==> src/hw/rtl/irc_pkg.sv <==
`default_nettype none

package irc_pkg;

  localparam int unsigned CODE_BITS_DEF = 16;
  localparam int unsigned GAP_W         = 16;
  localparam int unsigned CFG_W         = 16;
  localparam int unsigned CFG_IDX_W     = 3;
  localparam int unsigned KEY_W         = 4;
  localparam int unsigned OUT_CODE_W    = 16;
  localparam int unsigned NUM_DIGITS    = 10;

  // configuration register indexes
  typedef enum logic [CFG_IDX_W-1:0] {
    CFG_SYNC_MIN   = 3'd0,
    CFG_SYNC_MAX   = 3'd1,
    CFG_ONE_MIN    = 3'd2,
    CFG_ONE_MAX    = 3'd3,
    CFG_ZERO_FLOOR = 3'd4,
    CFG_FIVE_CODE  = 3'd5
  } cfg_idx_e;

  localparam logic [CFG_W-1:0] SYNC_MIN_RST   = 16'd2800;
  localparam logic [CFG_W-1:0] SYNC_MAX_RST   = 16'd15000;
  localparam logic [CFG_W-1:0] ONE_MIN_RST    = 16'd1500;
  localparam logic [CFG_W-1:0] ONE_MAX_RST    = 16'd2300;
  localparam logic [CFG_W-1:0] ZERO_FLOOR_RST = 16'd800;
  localparam logic [CFG_W-1:0] FIVE_CODE_RST  = 16'd43168;

  localparam logic [KEY_W-1:0] KEY_DIGIT_FIVE = 4'd5;
  localparam logic [KEY_W-1:0] KEY_DELETE     = 4'd10;
  localparam logic [KEY_W-1:0] KEY_SEND       = 4'd11;
  localparam logic [KEY_W-1:0] KEY_NONE       = 4'd12;

  // digit five is programmable, its slot here is unused
  localparam logic [15:0] DIGIT_CODES [NUM_DIGITS] = '{
    16'hA800, 16'hA880, 16'hA840, 16'hA8C0, 16'hA820,
    16'h0000, 16'hA860, 16'hA8E0, 16'hA810, 16'hA890
  };
  localparam logic [15:0] CODE_DELETE = 16'hA830;
  localparam logic [15:0] CODE_SEND   = 16'h2848;

  // first match wins: digits 0-9, then send, then delete
  function automatic logic [KEY_W-1:0] key_for(input logic [31:0] word,
                                              input logic [CFG_W-1:0] five);
    logic [KEY_W-1:0] key;
    logic [31:0]      code;
    key = KEY_NONE;
    if (word == 32'(CODE_DELETE)) key = KEY_DELETE;
    if (word == 32'(CODE_SEND)) key = KEY_SEND;
    for (int k = NUM_DIGITS - 1; k >= 0; k--) begin
      code = (KEY_W'(k) == KEY_DIGIT_FIVE) ? 32'(five) : 32'(DIGIT_CODES[k]);
      if (word == code) key = KEY_W'(k);
    end
    return key;
  endfunction

endpackage

`default_nettype wire

==> src/hw/rtl/ir_remote_code_decoder_top.sv <==
`default_nettype none

// Pulse-distance decoder for infrared remotes. Each slave transfer carries the
// time in microseconds between successive falling edges of the receiver. A gap in the
// sync window arms the decoder; while armed, gaps in the one and zero windows
// shift in bits, first bit most significant. After CODE_BITS bits one master
// transfer carries the low 16 bits of the code and a key index (0-9 digits,
// 10 delete, 11 send, 12 unrecognized); the decoder then clears and disarms.
// One gap is taken every clock cycle unless the input side stalls: the gap is
// registered, then classified, shifted and matched against the key table in a
// single stage that writes the result register, from which the result is
// offered. The input side keeps accepting while a result waits for tready, and
// stalls only when a completing gap finds the result register still full.
// Window bounds and the code for digit five are written on the cfg port; the
// user must write them only while idle, as the block does not enforce it.
module ir_remote_code_decoder_top
  import irc_pkg::*;
#(
  parameter int unsigned CODE_BITS = irc_pkg::CODE_BITS_DEF
) (
  input  wire logic                          clk_i,
  input  wire logic                          rst_ni,
  // slave stream: [15:0] gap_us
  input  wire logic                          s_axis_tvalid,
  output logic                               s_axis_tready,
  input  wire logic [irc_pkg::GAP_W-1:0]     s_axis_tdata,
  // master stream: [15:0] code_word, [19:16] key_index, [23:20] zero
  output logic                               m_axis_tvalid,
  input  wire logic                          m_axis_tready,
  output logic [23:0]                        m_axis_tdata,
  input  wire logic                          cfg_we_i,
  input  wire logic [irc_pkg::CFG_IDX_W-1:0] cfg_idx_i,
  input  wire logic [irc_pkg::CFG_W-1:0]     cfg_data_i
);

  localparam int unsigned CntW = $clog2(CODE_BITS + 1);

  logic [CFG_W-1:0] sync_min_q, sync_max_q, one_min_q, one_max_q;
  logic [CFG_W-1:0] zero_floor_q, five_code_q;

  logic             in_vld_q;
  logic [GAP_W-1:0] gap_q;

  logic                 armed_q, armed_d;
  logic [CntW-1:0]      cnt_q, cnt_d;
  logic [CODE_BITS-1:0] shift_q, shift_d, shift_nxt;

  logic                  out_vld_q;
  logic [OUT_CODE_W-1:0] code_q;
  logic [KEY_W-1:0]      key_q;

  logic advance, one_hit, zero_hit, sync_hit, bit_add, done;
  logic [31:0] word_ext;

  always_ff @(posedge clk_i or negedge rst_ni) begin
    if (!rst_ni) begin
      sync_min_q   <= SYNC_MIN_RST;
      sync_max_q   <= SYNC_MAX_RST;
      one_min_q    <= ONE_MIN_RST;
      one_max_q    <= ONE_MAX_RST;
      zero_floor_q <= ZERO_FLOOR_RST;
      five_code_q  <= FIVE_CODE_RST;
    end else if (cfg_we_i) begin
      case (cfg_idx_i)
        CFG_SYNC_MIN:   sync_min_q   <= cfg_data_i;
        CFG_SYNC_MAX:   sync_max_q   <= cfg_data_i;
        CFG_ONE_MIN:    one_min_q    <= cfg_data_i;
        CFG_ONE_MAX:    one_max_q    <= cfg_data_i;
        CFG_ZERO_FLOOR: zero_floor_q <= cfg_data_i;
        CFG_FIVE_CODE:  five_code_q  <= cfg_data_i;
        default: ;
      endcase
    end
  end

  // the decode stage moves unless a completing gap would land on a full, stalled output register
  assign advance       = in_vld_q && (!done || !out_vld_q || m_axis_tready);
  assign s_axis_tready = !in_vld_q || advance;

  always_ff @(posedge clk_i or negedge rst_ni) begin
    if (!rst_ni) begin
      in_vld_q <= 1'b0;
    end else if (s_axis_tready) begin
      in_vld_q <= s_axis_tvalid;
    end
  end

  always_ff @(posedge clk_i) begin
    if (s_axis_tready && s_axis_tvalid) begin
      gap_q <= s_axis_tdata;
    end
  end

  always_comb begin
    one_hit   = (gap_q >= one_min_q) && (gap_q <= one_max_q);
    zero_hit  = (gap_q < one_min_q) && (gap_q > zero_floor_q);
    sync_hit  = (gap_q >= sync_min_q) && (gap_q <= sync_max_q);
    bit_add   = armed_q && (one_hit || zero_hit);
    done      = bit_add && (cnt_q == CntW'(CODE_BITS - 1));
    shift_nxt = {shift_q[CODE_BITS-2:0], one_hit};
    word_ext  = 32'(shift_nxt);

    armed_d = armed_q || sync_hit;
    cnt_d   = bit_add ? cnt_q + CntW'(1) : cnt_q;
    shift_d = bit_add ? shift_nxt : shift_q;
    if (done) begin
      armed_d = 1'b0;
      cnt_d   = '0;
      shift_d = '0;
    end
  end

  always_ff @(posedge clk_i or negedge rst_ni) begin
    if (!rst_ni) begin
      armed_q <= 1'b0;
      cnt_q   <= '0;
      shift_q <= '0;
    end else if (advance) begin
      armed_q <= armed_d;
      cnt_q   <= cnt_d;
      shift_q <= shift_d;
    end
  end

  always_ff @(posedge clk_i or negedge rst_ni) begin
    if (!rst_ni) begin
      out_vld_q <= 1'b0;
    end else if (advance && done) begin
      out_vld_q <= 1'b1;
    end else if (m_axis_tready) begin
      out_vld_q <= 1'b0;
    end
  end

  always_ff @(posedge clk_i) begin
    if (advance && done) begin
      code_q <= word_ext[OUT_CODE_W-1:0];
      key_q  <= key_for(word_ext, five_code_q);
    end
  end

  assign m_axis_tvalid = out_vld_q;
  assign m_axis_tdata  = {4'b0000, key_q, code_q};

endmodule

`default_nettype wire

==> config.mk <==
export PLATFORM = sky130hd
export DESIGN_NAME = ir_remote_code_decoder_top
export DESIGN_NICKNAME = d
export VERILOG_FILES = /design/src/hw/rtl/irc_pkg.sv /design/src/hw/rtl/ir_remote_code_decoder_top.sv
export SDC_FILE = /design/constraint.sdc
export NUM_CORES = 1
export LEC_CHECK = 0
export ABC_AREA = 1
export BUFFER_PORTS_ARGS = -buffer_cell sky130_fd_sc_hd__buf_2
export CORE_ASPECT_RATIO = 0.8
export CORE_MARGIN = 8
export CORE_UTILIZATION = 60
export CTS_BUF_LIST = sky130_fd_sc_hd__clkbuf_8
export CTS_CLUSTER_SIZE = 28
export DETAILED_ROUTE_END_ITERATION = 8
export PLACE_DENSITY = 0.85
export SETUP_SLACK_MARGIN = 0.2
export SYNTH_ARGS = -nofsm -noshare
export SYNTH_HDL_FRONTEND = slang
export SYNTH_SLANG_ARGS = --single-unit
==> constraint.sdc <==
create_clock -name clk_i -period 3.9 [get_ports clk_i]
set_clock_uncertainty 0.2 [all_clocks]
set_input_delay 0.78 -clock clk_i [delete_from_list [all_inputs] [get_ports clk_i]]
set_output_delay 0.78 -clock clk_i [all_outputs]
set_load 0.01 [all_outputs]
==> results.py <==
metrics = {
    "cts": {
        "cts_resized": 0,
        "cts-root-buf": "clkbuf_8",
        "cts_sinks": 155,
        "htreeDepth": 4,
        "cts_setup_buffers": 0,
        "cts_tree": "yes",
        "clk_path_buf_depth": 2,
        "hold_buffers": 0,
        "cts_buffers": 17,
        "clk_pin_slew_ns": 0.09,
        "clock_latency_ns": 0.47,
    },
    "sta": {
        "period_needed_ns": 3.49,
        "holdWs_ns": 0.103,
        "rsz0062_at_grt": "false",
        "setup_viol": 0,
        "worst_pin_slew_ns": 1.15,
        "slew_violations": 0,
        "fin_crit_sh_pct": 89.6,
        "clock.fmax_ghz": 0.286,
        "fin_tns_setup_ns": 0,
        "hold_viol_final": 0,
        "maxSlewHeadroom_pct": 22.8,
    },
    "routing": {
        "drt-wirelength-per-cell_um": 16.5,
        "via_per_inst": 5.50,
        "antenna_left": 0,
        "drtIter0Drc": 583,
        "drc": 0,
        "dr_total_vias": 6401,
        "routed_wl_mm": 19.2,
        "first_pass_iters": 5,
    },
    "setup_path": {
        "slowest_delay_ns": 0.51,
        "required_ns": 2.92,
        "path_cells": "ha_1 > inv_1 > o21bai_1 > a21boi_1 > o21ai_1 > nand2_1 > o211ai_2 > nand4_2 > nand2_4 > nand4_1 > buf_2",
        "end_kind": "output port",
        "crit_path_top_delay_cell": "edfxtp_1",
        "crit_buf_inv": 2,
        "crit_arrival_ns": 2.51,
        "rrSetupSlack_ns": 0.79,
        "critPathTopFamily": "flip-flops",
        "cp_max_fo": 5,
        "critPathKind": "reg -> out",
        "start_kind": "flip-flop",
    },
    "power": {
        "power_density_nw_per_um2": 528,
        "p_sw_mw": 1.68,
        "internal_power_mw": 3.16,
        "swShare_pct": 34.8,
        "ir_drop_mv": 0.343,
        "power.share.combinational_pct": 26.4,
        "clkPwrFrac_pct": 26.8,
        "p_leak_nw": 4.35,
        "pwr-share-seq_pct": 46.8,
    },
    "place": {
        "place_inst": 1131,
        "gp_congestion": 0.880,
        "dp_hpwl_mm": 13.5,
        "portBuffers": 61,
    },
    "layout": {
        "drive_above_1_share_pct": 16.3,
        "nFillCells": 1029,
        "layout.cells.non_filler": 1163,
        "antennaDiodeCount": 0,
        "area_growth_pct": 10.3,
        "nNetsFinal": 1092,
    },
    "status": {
        "outcome": "finished clean",
    },
    "yosys": {
        "ys_ff_latch": 155,
        "syn_inst": 913,
        "yosys_warnings": 0,
        "ys_seq_area_share_pct": 49.3,
        "syn_area_um2": 8320,
        "synth-edff-count": 36,
        "ys_types": 43,
        "syn_area_per_cell_um2": 9.11,
        "ys.flop_type": "dfrtp_1",
        "async_flop_share_pct": 76.8,
    },
    "floorplan": {
        "rows": 38,
        "core_um2": 13600,
        "fp.dieW_um": 148,
        "dieArea_um2": 17900,
        "initial_core_util_pct": 61.4,
        "die_h_um": 121,
        "num_io_pins": 66,
    },
    "hold_path": {
        "min-delay-path-class": "in -> async",
    },
    "global_routing": {
        "grt_max_degree": 77,
        "grt_pass1_vias": 6462,
        "overflow": 0,
        "antenna_found_initial": 0,
        "grtUsageTotal_pct": 22.6,
        "grt_pass1_wl_mm": 32.1,
    },
    "flow_run": {
        "drv_cap": 0,
    },
}
## layout make-up
cell class | instances | area [um2] | area share, %
Clock inverter | 14 | 173 | 1.88
Sequential cell | 155 | 4100 | 44.7
Clock buffer | 18 | 248 | 2.70
Tap cell | 180 | 225 | 2.46
Inverter | 138 | 518 | 5.65
Multi-Input combinational cell | 592 | 3550 | 38.7
Timing Repair Buffer | 66 | 358 | 3.90
## metrics by stage
step,area [um2],setup slack [ns],util (%),power (mW)
floorplan,8330,0.748,-,3.19
global placement,8750,0.939,64.6,3.46
detailed placement,8750,0.813,64.6,3.54
CTS,9170,0.423,67.7,4.84
global route,9170,0.273,67.7,5.13
finish,9170,0.407,67.7,4.84
## cell usage after synthesis, types with 5 or more instances
library cell,n,area [um2]
a21oi_1,34,170
inv_1,136,510
o21ai_0,100,500
xor2_1,8,70.1
ha_1,82,1030
nand3_1,14,70.1
buf_4,5,37.5
clkbuf_1,20,75.1
o21a_1,5,37.5
nand2_1,211,792
nor2_1,38,143
dfrtp_1,84,2100
nor3_1,10,50.1
o21ai_2,6,52.6
dfstp_2,35,920
edfxtp_1,36,1080
xnor2_1,10,87.6
o21ai_1,19,95.1
nand4_1,16,100
## state kept, by name, indices dropped and copies added, names as in the netlist, 4 cells and up
signal / cells
cnt_q: 5
five_code_q: 16
one_max_q: 16
gap_q: 16
sync_max_q: 16
sync_min_q: 16
key_q: 4
zero_floor_q: 16
code_q: 16
shift_q: 15
one_min_q: 16
## routing by layer
layer / share of wire [%] / GRT usage (%)
met1: 46 / 29.7
met2: 46 / 36.0
met3: 6.2 / 5.29
met4: 1.9 / 8.20
met5: 0 / 0
## power by group through the flow
| stage | sequential [mW] | clock [mW] | combinational (mW) |
|---|---|---|---|
| finish | 2.26 | 1.30 | 1.28 |
| global route | 2.30 | 1.37 | 1.47 |
| global placement | 2.27 | 0 | 1.19 |
| detailed placement | 2.28 | 0 | 1.25 |
| floorplan | 2.19 | 0 | 0.999 |
| CTS | 2.26 | 1.31 | 1.27 |
## kinds of logic (layout without fill, tap and decap cells)
group | after synthesis | after routing | share of synthesized area [%]
XOR/XNOR | 18 | 18 | 1.90
adder cells (fa/ha/maj) | 82 | 82 | 12.3
flip-flops | 155 | 155 | 49.3
buffers and inverters | 169 | 236 | 8.17
AO/OA/AOI/OAI | 179 | 179 | 11.8
AND/OR/NAND/NOR | 309 | 309 | 16.5
other | 1 | 4 | 0.0451
## layout by cell type (no fill, tap or decap), types with 3 or more instances in the layout
cell type and instances:
nand2_1 211, inv_1 138, o21ai_0 100, dfrtp_1 84
ha_1 82, buf_2 60, nor2_1 37, edfxtp_1 36
dfstp_2 35, a21oi_1 34, o21ai_1 19, clkbuf_8 18
nand4_1 16, nand3_1 14, nor3_1 10, xnor2_1 10
xor2_1 8, o21ai_2 6, o21a_1 5, buf_4 5
nor3_2 4, nor2_2 4, conb_1 4, clkinv_4 4
a21oi_2 3, nor4_1 3, bufinv_16 3
## worst paths after layout
check	cells past startpoint	end	startpoint
min reg2reg	2	sync_min_q[10]	sync_min_q[10]
max in group asynchronous	2	zero_floor_q[5]	rst_ni
min in group clk_i	1	gap_q[9]	s_axis_tdata[9]
min	1	cnt_q[0]	rst_ni
max reg2reg	10	gap_q[5]	gap_q[9]
max	11	s_axis_tready	gap_q[1]
No activity file was read; power rests on OpenSTA's default activity.
